[src/hw/rtl/arp_pkg.sv]
// types and constants shared by the aarch64 relocation patcher
`timescale 1ns / 1ps
`default_nettype none

package arp_pkg;

    // elf relocation type codes
    localparam logic [31:0] RT_ABS64  = 32'd257;
    localparam logic [31:0] RT_ABS32  = 32'd258;
    localparam logic [31:0] RT_ADRP   = 32'd275;
    localparam logic [31:0] RT_ADDLO  = 32'd277;
    localparam logic [31:0] RT_JUMP26 = 32'd282;
    localparam logic [31:0] RT_CALL26 = 32'd283;

    // status codes
    localparam logic [3:0] ST_OK             = 4'd0;
    localparam logic [3:0] ST_ABS64_BAD      = 4'd1;
    localparam logic [3:0] ST_ABS32_BAD      = 4'd2;
    localparam logic [3:0] ST_BR_MISALIGNED  = 4'd3;
    localparam logic [3:0] ST_BR_RANGE       = 4'd4;
    localparam logic [3:0] ST_NOT_BRANCH     = 4'd5;
    localparam logic [3:0] ST_ADRP_NEGATIVE  = 4'd6;
    localparam logic [3:0] ST_ADRP_RANGE     = 4'd7;
    localparam logic [3:0] ST_NOT_ADRP       = 4'd8;
    localparam logic [3:0] ST_ADD_NEGATIVE   = 4'd9;
    localparam logic [3:0] ST_NOT_ADD        = 4'd10;
    localparam logic [3:0] ST_UNSUPPORTED    = 4'd11;

    // instruction encodings and masks
    localparam logic [31:0] OP_BL        = 32'h9400_0000;
    localparam logic [31:0] OP_B         = 32'h1400_0000;
    localparam logic [31:0] MASK_BRANCH  = 32'hfc00_0000;
    localparam logic [31:0] MASK_ADRP    = 32'h9f00_0000;
    localparam logic [31:0] OP_ADRP      = 32'h9000_0000;
    localparam logic [31:0] IMM_ADRP     = 32'h60ff_ffe0;
    localparam logic [31:0] MASK_ADD     = 32'h7f40_0000;
    localparam logic [31:0] OP_ADD       = 32'h1100_0000;
    localparam logic [31:0] IMM_ADD      = 32'h003f_fc00;

    typedef enum logic [2:0] {
        KIND_ABS64,
        KIND_ABS32,
        KIND_CALL,
        KIND_JUMP,
        KIND_ADRP,
        KIND_ADDLO,
        KIND_UNSUP
    } kind_t;

    typedef struct packed {
        logic [31:0]        opcode;
        logic [63:0]        place_addr;
        logic [63:0]        sym_value;
        logic signed [63:0] addend;
        logic [2:0]         offset_low_bits;
        logic [31:0]        existing_word;
    } item_t;

    typedef struct packed {
        logic [63:0] patched_word;
        logic        wide_write;
        logic [3:0]  status;
    } result_t;

endpackage

`default_nettype wire

[src/hw/rtl/aarch64_relocation_patcher_core.sv]
// three stage pipelined aarch64 rela relocation patcher
// throughput: one transaction per cycle; the 64-bit symbol add, the place and page
// subtracts and the check/format logic each take one register stage
// busy stays low: the receiver cannot stall, so nothing backs up
// reset clears the valid bits of all stages; payload registers are not reset
`timescale 1ns / 1ps
`default_nettype none

module aarch64_relocation_patcher_core (
    input  wire logic              clk,
    input  wire logic              rst_n,
    input  wire logic              start,
    output logic                   busy,
    input  wire arp_pkg::item_t    item,
    output logic                   result_valid,
    output arp_pkg::result_t       result
);

    // stage 1: symbol + addend
    logic                  s1_valid_reg;
    arp_pkg::kind_t        s1_kind_reg;
    logic [63:0]           s1_lo_reg;
    logic                  s1_hi_neg_reg;
    logic                  s1_hi_pos_reg;
    logic [63:0]           s1_place_reg;
    logic [2:0]            s1_offs_reg;
    logic [31:0]           s1_word_reg;

    // stage 2: distances
    logic                  s2_valid_reg;
    arp_pkg::kind_t        s2_kind_reg;
    logic [63:0]           s2_lo_reg;
    logic                  s2_hi_neg_reg;
    logic                  s2_hi_pos_reg;
    logic [2:0]            s2_offs_reg;
    logic [31:0]           s2_word_reg;
    logic [63:0]           s2_br_dist_reg;
    logic                  s2_br_borrow_reg;
    logic [51:0]           s2_pg_dist_reg;
    logic                  s2_pg_neg_reg;

    // stage 3: output
    logic                  result_valid_reg;
    arp_pkg::result_t      result_reg;

    logic                  accept;
    logic [64:0]           sum_next;
    arp_pkg::kind_t        kind_next;
    logic [64:0]           br_diff_next;
    logic [52:0]           pg_diff_next;
    arp_pkg::result_t      result_next;

    logic                  hi_zero;
    logic                  dhi_zero;
    logic                  dhi_minus1;
    logic                  br_in_range;
    logic                  pg_in_range;
    logic [31:0]           br_op;
    logic [20:0]           pg_imm;

    assign busy   = 1'b0;
    assign accept = start && !busy;

    always_comb
    begin
        sum_next = {1'b0, item.sym_value} + {1'b0, item.addend};
        case (item.opcode)
            arp_pkg::RT_ABS64:  kind_next = arp_pkg::KIND_ABS64;
            arp_pkg::RT_ABS32:  kind_next = arp_pkg::KIND_ABS32;
            arp_pkg::RT_CALL26: kind_next = arp_pkg::KIND_CALL;
            arp_pkg::RT_JUMP26: kind_next = arp_pkg::KIND_JUMP;
            arp_pkg::RT_ADRP:   kind_next = arp_pkg::KIND_ADRP;
            arp_pkg::RT_ADDLO:  kind_next = arp_pkg::KIND_ADDLO;
            default:            kind_next = arp_pkg::KIND_UNSUP;
        endcase
    end

    always_ff @(posedge clk or negedge rst_n)
    begin
        if (!rst_n)
        begin
            s1_valid_reg     <= 1'b0;
            s2_valid_reg     <= 1'b0;
            result_valid_reg <= 1'b0;
        end
        else
        begin
            s1_valid_reg     <= accept;
            s2_valid_reg     <= s1_valid_reg;
            result_valid_reg <= s2_valid_reg;
        end
    end

    always_ff @(posedge clk)
    begin
        if (accept)
        begin
            s1_kind_reg   <= kind_next;
            s1_lo_reg     <= sum_next[63:0];
            // value high part is carry minus addend sign: -1, 0 or +1
            s1_hi_neg_reg <= !sum_next[64] && item.addend[63];
            s1_hi_pos_reg <= sum_next[64] && !item.addend[63];
            s1_place_reg  <= item.place_addr;
            s1_offs_reg   <= item.offset_low_bits;
            s1_word_reg   <= item.existing_word;
        end
    end

    assign br_diff_next = {1'b0, s1_lo_reg} - {1'b0, s1_place_reg};
    assign pg_diff_next = {1'b0, s1_lo_reg[63:12]} - {1'b0, s1_place_reg[63:12]};

    always_ff @(posedge clk)
    begin
        if (s1_valid_reg)
        begin
            s2_kind_reg      <= s1_kind_reg;
            s2_lo_reg        <= s1_lo_reg;
            s2_hi_neg_reg    <= s1_hi_neg_reg;
            s2_hi_pos_reg    <= s1_hi_pos_reg;
            s2_offs_reg      <= s1_offs_reg;
            s2_word_reg      <= s1_word_reg;
            s2_br_dist_reg   <= br_diff_next[63:0];
            s2_br_borrow_reg <= br_diff_next[64];
            s2_pg_dist_reg   <= pg_diff_next[51:0];
            s2_pg_neg_reg    <= pg_diff_next[52];
        end
    end

    always_comb
    begin
        hi_zero     = !s2_hi_neg_reg && !s2_hi_pos_reg;
        dhi_zero    = (hi_zero && !s2_br_borrow_reg) || (s2_hi_pos_reg && s2_br_borrow_reg);
        dhi_minus1  = (s2_hi_neg_reg && !s2_br_borrow_reg) || (hi_zero && s2_br_borrow_reg);
        br_in_range = (dhi_zero && (s2_br_dist_reg[63:27] == '0)) ||
                      (dhi_minus1 && (s2_br_dist_reg[63:27] == '1));
        // page distance in 4k units: the signed byte distance must fit in 33 bits
        pg_in_range = (!s2_pg_neg_reg && (s2_pg_dist_reg[51:20] == '0)) ||
                      (s2_pg_neg_reg && (s2_pg_dist_reg[51:20] == '1));
        br_op       = (s2_kind_reg == arp_pkg::KIND_CALL) ? arp_pkg::OP_BL : arp_pkg::OP_B;
        pg_imm      = s2_pg_dist_reg[20:0];

        result_next.patched_word = '0;
        result_next.wide_write   = 1'b0;
        result_next.status       = arp_pkg::ST_OK;

        case (s2_kind_reg)
            arp_pkg::KIND_ABS64:
            begin
                if (s2_offs_reg != 3'd0 || !hi_zero)
                    result_next.status = arp_pkg::ST_ABS64_BAD;
                else
                begin
                    result_next.patched_word = s2_lo_reg;
                    result_next.wide_write   = 1'b1;
                end
            end
            arp_pkg::KIND_ABS32:
            begin
                if (s2_offs_reg[1:0] != 2'd0 || !hi_zero || s2_lo_reg[63:32] != '0)
                    result_next.status = arp_pkg::ST_ABS32_BAD;
                else
                    result_next.patched_word = {32'd0, s2_lo_reg[31:0]};
            end
            arp_pkg::KIND_CALL, arp_pkg::KIND_JUMP:
            begin
                if (s2_br_dist_reg[1:0] != 2'd0)
                    result_next.status = arp_pkg::ST_BR_MISALIGNED;
                else if (!br_in_range)
                    result_next.status = arp_pkg::ST_BR_RANGE;
                else if ((s2_word_reg & arp_pkg::MASK_BRANCH) != br_op)
                    result_next.status = arp_pkg::ST_NOT_BRANCH;
                else
                    result_next.patched_word = {32'd0, br_op[31:26], s2_br_dist_reg[27:2]};
            end
            arp_pkg::KIND_ADRP:
            begin
                if (s2_hi_neg_reg)
                    result_next.status = arp_pkg::ST_ADRP_NEGATIVE;
                else if (!pg_in_range)
                    result_next.status = arp_pkg::ST_ADRP_RANGE;
                else if ((s2_word_reg & arp_pkg::MASK_ADRP) != arp_pkg::OP_ADRP)
                    result_next.status = arp_pkg::ST_NOT_ADRP;
                else
                    result_next.patched_word = {32'd0,
                        (s2_word_reg & ~arp_pkg::IMM_ADRP) |
                        {1'b0, pg_imm[1:0], 5'd0, pg_imm[20:2], 5'd0}};
            end
            arp_pkg::KIND_ADDLO:
            begin
                if (s2_hi_neg_reg)
                    result_next.status = arp_pkg::ST_ADD_NEGATIVE;
                else if ((s2_word_reg & arp_pkg::MASK_ADD) != arp_pkg::OP_ADD)
                    result_next.status = arp_pkg::ST_NOT_ADD;
                else
                    result_next.patched_word = {32'd0,
                        (s2_word_reg & ~arp_pkg::IMM_ADD) |
                        {10'd0, s2_lo_reg[11:0], 10'd0}};
            end
            default:
                result_next.status = arp_pkg::ST_UNSUPPORTED;
        endcase
    end

    always_ff @(posedge clk)
    begin
        if (s2_valid_reg)
            result_reg <= result_next;
    end

    assign result_valid = result_valid_reg;
    assign result       = result_reg;

    // every accepted transaction comes out as a result
    assert property (@(posedge clk) disable iff (!rst_n)
        (start && !busy) |-> ##3 result_valid)
        else $error("accepted transaction did not produce a result");

    assert property (@(posedge clk) disable iff (!rst_n)
        result_valid |-> $past(start && !busy, 3))
        else $error("result without a matching transaction");

    // a failed relocation writes nothing
    assert property (@(posedge clk) disable iff (!rst_n)
        (result_valid && result.status != arp_pkg::ST_OK) |->
            (result.patched_word == '0 && !result.wide_write))
        else $error("failing status with nonzero payload");

    assert property (@(posedge clk) disable iff (!rst_n)
        (result_valid && !result.wide_write) |-> (result.patched_word[63:32] == '0))
        else $error("narrow write with nonzero upper half");

endmodule

`default_nettype wire

[config.mk]
export PLATFORM = sky130hd
export DESIGN_NAME = aarch64_relocation_patcher_core
export DESIGN_NICKNAME = d
export VERILOG_FILES = /design/src/hw/rtl/arp_pkg.sv /design/src/hw/rtl/aarch64_relocation_patcher_core.sv
export SDC_FILE = /design/constraint.sdc
export NUM_CORES = 1
export LEC_CHECK = 0
export CORE_UTILIZATION = 65
export DETAILED_ROUTE_END_ITERATION = 16
export DONT_BUFFER_PORTS = 1
export PLACE_DENSITY_LB_ADDON = 0.3
export SYNTH_ARGS = -nofsm -noshare
export SYNTH_HDL_FRONTEND = slang
export SYNTH_SLANG_ARGS = --single-unit
[constraint.sdc]
create_clock -name clk -period 7.36 [get_ports clk]
set_input_delay 0.368 -clock clk [delete_from_list [all_inputs] [get_ports clk]]
set_output_delay 0.368 -clock clk [all_outputs]
set_load 0.03 [all_outputs]
==> results of run 1 <==
power by group through the flow:
stage	clock network, mW	logic, mW	registers [mW]
final	2.29	2.07	3.58
after global routing	2.36	2.18	3.60
after CTS	2.27	1.98	3.55
after detailed placement	0	1.91	3.60
after global placement	0	1.87	3.57
after floorplan	0	1.33	3.47
cells in the mapped netlist, drive strengths merged, types with 21 or more instances:
cell / number / share of area [%]
xor2: 57 / 2.0
a221o: 23 / 0.94
nor3: 51 / 1.1
nand3: 24 / 0.49
o21bai: 41 / 1.3
a21o: 70 / 2.1
nand2: 171 / 2.6
buf: 29 / 0.96
nor2: 132 / 2.0
nand4: 69 / 1.8
a22o: 21 / 0.75
and2: 42 / 1.1
inv: 130 / 2.0
a21oi: 218 / 4.5
nor4: 41 / 1.1
xnor2: 110 / 3.9
clkbuf: 62 / 1.0
ha: 129 / 6.6
o21ai: 129 / 2.7
edfxtp: 435 / 53
worst max-delay path by stage:
stage	end	slack [ps]	depth (start not counted)	from
finish	s2_br_dist_reg[60]	3020	12	s1_lo_reg[0]
global route	s2_br_dist_reg[52]	2980	12	s1_lo_reg[0]
CTS	s2_br_dist_reg[36]	3250	12	s1_lo_reg[0]
detailed placement	s2_br_dist_reg[36]	3410	12	s1_lo_reg[0]
global placement	s2_br_dist_reg[36]	3540	12	s1_lo_reg[0]
floorplan	s2_valid_reg	2210	0	s1_valid_reg
metrics by stage:
stage | cells | util (%) | hold WS (ps) | cell area (sq um)
3_5_place_dp | 2622 | 67.1 | 72.5 | 24700
3_3_place_gp | 2622 | 67.1 | 72.5 | 24700
4_1_cts | 2794 | 73.6 | 21.6 | 27100
5_1_grt | 2796 | 73.6 | 34.6 | 27100
2_1_floorplan | 2203 | - | 72.4 | 24500
6_report | 2797 | 73.6 | 29.2 | 27100
routing by layer:
layer	vias up	GRT usage [%]	routed length [microns]
met1	9183	53.8	29300
met4	4	15.7	3380
met2	1453	63.3	35100
met3	224	8.32	9360
li1	8363	-	-
met5	-	0	24
layout make-up:
class	count	area (sq um)	share of cell area [%]
inverter	130	488	1.80
antenna	3	7.51	0.0277
timing repair buffer	96	976	3.60
sequential	438	13100	48.4
multi-input combinational	1544	10400	38.4
tap	504	631	2.32
clock buffer	54	1160	4.27
clock inverter	28	303	1.12
logic make-up (layout without fill, tap and decap cells):
family	after synthesis	count (layout)	share of synthesized area, %
other	1	4	0.0153
xor gates and xnor gates	167	167	5.97
muxes	3	3	0.128
AOI/OAI and AO/OA	638	638	17.2
adders and majority gates	132	132	6.83
DFF	438	438	53.6
buffers and inverters	221	308	3.96
and+or+nand+nor	603	603	12.3
==> qor.yml, run 1 <==
outcome:
  status: "complete, no violations"
final_layout:
  area_growth_pct: 10.7
  final_common_cell: "edfxtp_1"
  drive_gt1_share_pct: 5.33
  fillers: 2412
  layout_common_cells: "435 x edfxtp_1, 215 x a21oi_1, 171 x nand2_1"
  largest_reg_flops: 69
  nets: 2648
yosys:
  yosysUniqueCellTypes: 94
  yosysWarnings: 0
  synth_fp_nets: 2597
  synth_area_sq_um: 24500
  synth-seq-area-share_pct: 53.6
  synthArstFlopShare_pct: 0.685
  syn_avg_cell_area_sq_um: 11.1
  ys_seq_elements: 438
  syn-instance-count: 2203
  ys.flop_type: "edfxtp_1"
  synth-edff-count: 435
routing:
  via_per_inst: 6.87
  vias: 19200
  routedWlPerCell_microns: 27.6
  drt_iter0_markers: 2746
  dr.pass1.iters: 7
  ant_nets: 0
  drc: 0
  drt-total-wl_microns: 77200
global_route:
  grt_start_max_net_pins: 156
  grt_pass1_wl_microns: 113000
  antenna_found_initial: 5
  grt_pass1_vias: 18600
  grt_overflow_total: 0
  track_usage_pct: 39.8
pwr:
  p_per_area_nw_per_um2: 292
  p_seq_share_pct: 45.1
  p_total_mw: 7.93
  ir_worst_vdd_mv: 0.181
  comb_power_share_pct: 26.1
  p_int_mw: 5.34
  net-switching-power_mw: 2.60
  power_leakage_nw: 10.3
  p_sw_share_pct: 32.7
  clkPwrFrac_pct: 28.8
clocking:
  cts.sinks: 438
  cts_setup_buffers: 0
  cts_root_buf: "clkbuf_16"
  clock_latency_ps: 560
  cts_tree: "built"
  numCtsBuffers: 44
  cts_resized: 0
  cts_hold_buf: 90
  clockBufferDepth: 3
  clk_pin_slew_ps: 60
  htreeDepth: 2
setup_path:
  cp_cell_sequence: "inv_1, ha_1, fa_1, nor2b_1, o21ai_1, a21boi_2, o21ai_1, a31oi_1, o22ai_2, o21ai_0, nand4_1, and4_1"
  r2r_slack_ps: 3020
  path_class: "flop to flop"
  crit_buf_inv: 1
  r2r_end: "s2_br_dist_reg[60]"
  cpPeakStageDelay_ps: 990
  critPathLaunchType: "flop"
  crit_family: "compound AO/OA/AOI/OAI gates"
  cp.required_ps: 7660
  crit_slowest_cell: "o21ai_0"
  cpMostUsedCell: "o21ai_1"
  r2r_cells: 12
  r2r-start: "s1_lo_reg[0]"
  cp.arrival_ps: 4640
  path_max_fanout: 6
  critPathCaptureType: "flop"
timing:
  rsz0062_at_grt: "false"
  fmax_mhz: 230
  period_needed_ps: 4340
  fin_crit_sh_pct: 59.0
  setup_slack_ps: 3020
  skew_ps: 23.9
  worst_slew_pin_slew_ps: 1230
  setup_viol: 0
  finalHoldViolCount: 0
  final.setup.tns_ps: 0
  slew_violations: 0
  slew_headroom_pct: 17.6
placement:
  routabilityCongestion: 0.978
  io_buffers: 0
  place_hpwl_microns: 58300
  place_ws_ps: 3410
floorplanning:
  num_io_pins: 333
  start_util_pct: 66.5
  fp.coreArea_sq_um: 36900
  fp.dieW_microns: 196
  row_count: 70
  die_h_microns: 196
  die-area_sq_um: 38500
job:
  cap_violations: 0
min_path:
  min_to: "s1_kind_reg[2]"
  worstHoldStart: "item[241]"
  min_path_cells: 2
  hp-class: "input pin to flop"
No activity file was read; power rests on OpenSTA's default activity.
==> run 2: changes to the inputs <==
==> constraint.sdc (replaced) <==
create_clock -name clk -period 4.4 [get_ports clk]
set_input_delay 0.22 -clock clk [delete_from_list [all_inputs] [get_ports clk]]
set_output_delay 0.22 -clock clk [all_outputs]
set_load 0.03 [all_outputs]
==> run 2 against run 1 <==
  * Sequential power increased by 66%
  * Die area unchanged
  * Register-to-register slack got worse by 2500 ps
  * Global-route usage is 0.66 points lower
  * First-iteration DRC count shrank 27%
  * Routed wire length is 0.92% lower
  * Worst setup slack lost 2500 ps
  * Critical endpoint is now s2_br_dist_reg[61]
  * Largest power group unchanged
==> qor.yml, run 2 (synthesized netlist as in run 1, its figures left out) <==
routing:
  drt_iter0_markers: 1994  # -27%
  vias: 19100  # -0.81%
  routedWlPerCell_microns: 27.2  # -1.4%
  drt-total-wl_microns: 76500  # -0.92%
  drc: 0  # unchanged
  ant_nets: 0  # unchanged
  via_per_inst: 6.78  # -1.3%
  dr.pass1.iters: 7  # unchanged
placement:
  routabilityCongestion: 1.04  # +6.1%
  place_hpwl_microns: 57000  # -2.4%
  io_buffers: 0  # unchanged
  place_ws_ps: 817  # -2590 ps
global_route:
  grt_pass1_vias: 18400  # -1.4%
  grt_start_max_net_pins: 158  # +1.3%
  grt_pass1_wl_microns: 111000  # -1.6%
  track_usage_pct: 39.1  # -0.66 points
  antenna_found_initial: 6  # +1
  grt_overflow_total: 0  # unchanged
setup_path:
  critPathCaptureType: "flop"
  critPathLaunchType: "flop"
  path_max_fanout: 7  # +1
  cp.arrival_ps: 4150  # -490 ps
  cp.required_ps: 4710  # -2950 ps
  path_class: "flop to flop"
pwr:
  ir_worst_vdd_mv: 0.290  # +60%
  p_per_area_nw_per_um2: 479  # +64%
  power_leakage_nw: 10.3  # +0.18%
  p_total_mw: 13.0  # +64%
timing:
  slew_headroom_pct: 26.6  # +9.0 points
  final.setup.tns_ps: 0  # unchanged
  period_needed_ps: 3840  # -501 ps
  holdWs_ps: 13.5  # -15.7 ps
  setup_viol: 0  # unchanged
  worst_slew_pin_slew_ps: 1100  # -129 ps
  slew_violations: 0  # unchanged
  fin_crit_sh_pct: 87.2  # +28 points
  finalHoldViolCount: 0  # unchanged
  setup_slack_ps: 561  # -2460 ps
  skew_ps: 27.0  # +3.10 ps
  fmax_mhz: 260  # +13%
  rsz0062_at_grt: "false"
final_layout:
  final_common_cell: "edfxtp_1"
  regArea_sq_um: 13100  # unchanged
  layout_common_cells: "435 x edfxtp_1, 215 x a21oi_1, 171 x nand2_1"
  fillers: 2438  # +1.1%
  multiInputGateArea_sq_um: 10400  # unchanged
  largest_reg_flops: 69  # unchanged
  drive_gt1_share_pct: 5.60  # +0.27 points
  nets: 2667  # +0.72%
  area_growth_pct: 10.8  # about the same
floorplanning:
  die-area_sq_um: 38500  # unchanged
  fp.coreArea_sq_um: 36900  # unchanged
  fp.dieW_microns: 196  # unchanged
  start_util_pct: 66.5  # unchanged
  row_count: 70  # unchanged
  num_io_pins: 333  # unchanged
  die_h_microns: 196  # unchanged
clocking:
  cts_tree: "built"
  htreeDepth: 2  # unchanged
  clockBufferDepth: 3  # unchanged
  numCtsBuffers: 43  # -2.3%
  clock_latency_ps: 570  # about the same
  cts.sinks: 438  # unchanged
  cts_resized: 0  # unchanged
  cts_setup_buffers: 0  # unchanged
  clk_pin_slew_ps: 70  # about the same
  cts_root_buf: "clkbuf_16"
min_path:
  hp-class: "input pin to flop"
outcome:
  status: "complete, no violations"
job:
  cap_violations: 0  # unchanged
==> run 2: power breakdown <==
group / switching, mW / leakage, nW / internal, mW
Clock: 1.57 / 0.633 / 1.96
Sequential: 0.463 / 4.43 / 5.50
Combinational: 2.30 / 5.28 / 1.21
Total: 4.34 / 10.3 / 8.67
==> run 2: area by class of cell <==
type	count	share of cell area, %
Antenna cell	4	0.0369
Clock buffer	54	4.19
Clock inverter	21	0.636
Inverter	130	1.80
Multi-Input combinational cell	1544	38.4
Sequential cell	438	48.4
Tap cell	504	2.32
Timing Repair Buffer	116	4.22
==> run 2: what timing repair did <==
item	CTS	global route
hold buffers	98	0
endpoints found under the hold margin	252	0
setup endpoints to repair	0	0
==> run 2: metrics by stage <==
| step | util (%) | std cells | area, sq um |
|---|---|---|---|
| floorplan | - | 2203 | 24500 |
| CTS | 73.6 | 2807 | 27100 |
| global placement | 67.3 | 2634 | 24800 |
| detailed placement | 67.3 | 2634 | 24800 |
| global route | 73.6 | 2810 | 27200 |
| finish | 73.6 | 2811 | 27200 |
==> run 2: worst max-delay path: stages (launching register included) <==
cell	delay [ps]
edfxtp_1	500
ha_1	400
o21ai_0	130
a21boi_0	380
o21ai_0	350
a211oi_2	490
nor3_2	190
o31ai_1	770
a21oi_1	210
xnor2_1	160
==> run 2: path summary, 6_finish.rpt <==
| kind | startpoint | end | slack [ps] | cells past startpoint |
|---|---|---|---|---|
| hold / removal | item[228] | s1_kind_reg[1] | 10 | 2 |
| setup / recovery | s1_lo_reg[2] | s2_br_dist_reg[61] | 560 | 9 |
| hold reg to reg | s1_word_reg[26] | s2_word_reg[26] | 430 | 0 |
| max in group asynchronous | rst_n | s1_valid_reg | 3800 | 2 |
| min in group asynchronous | rst_n | s2_valid_reg | 450 | 2 |
| setup reg to reg | s1_lo_reg[2] | s2_br_dist_reg[61] | 560 | 9 |
==> run 2: layer usage <==
layer	GRT usage [%]	wire [microns]	vias up	share of wire (%)
li1	-	-	8408	-
met1	52.5	29700	9183	39
met2	61.8	34700	1268	45
met3	9.35	8950	213	12
met4	15.4	3220	0	4.2
met5	0	0	-	0
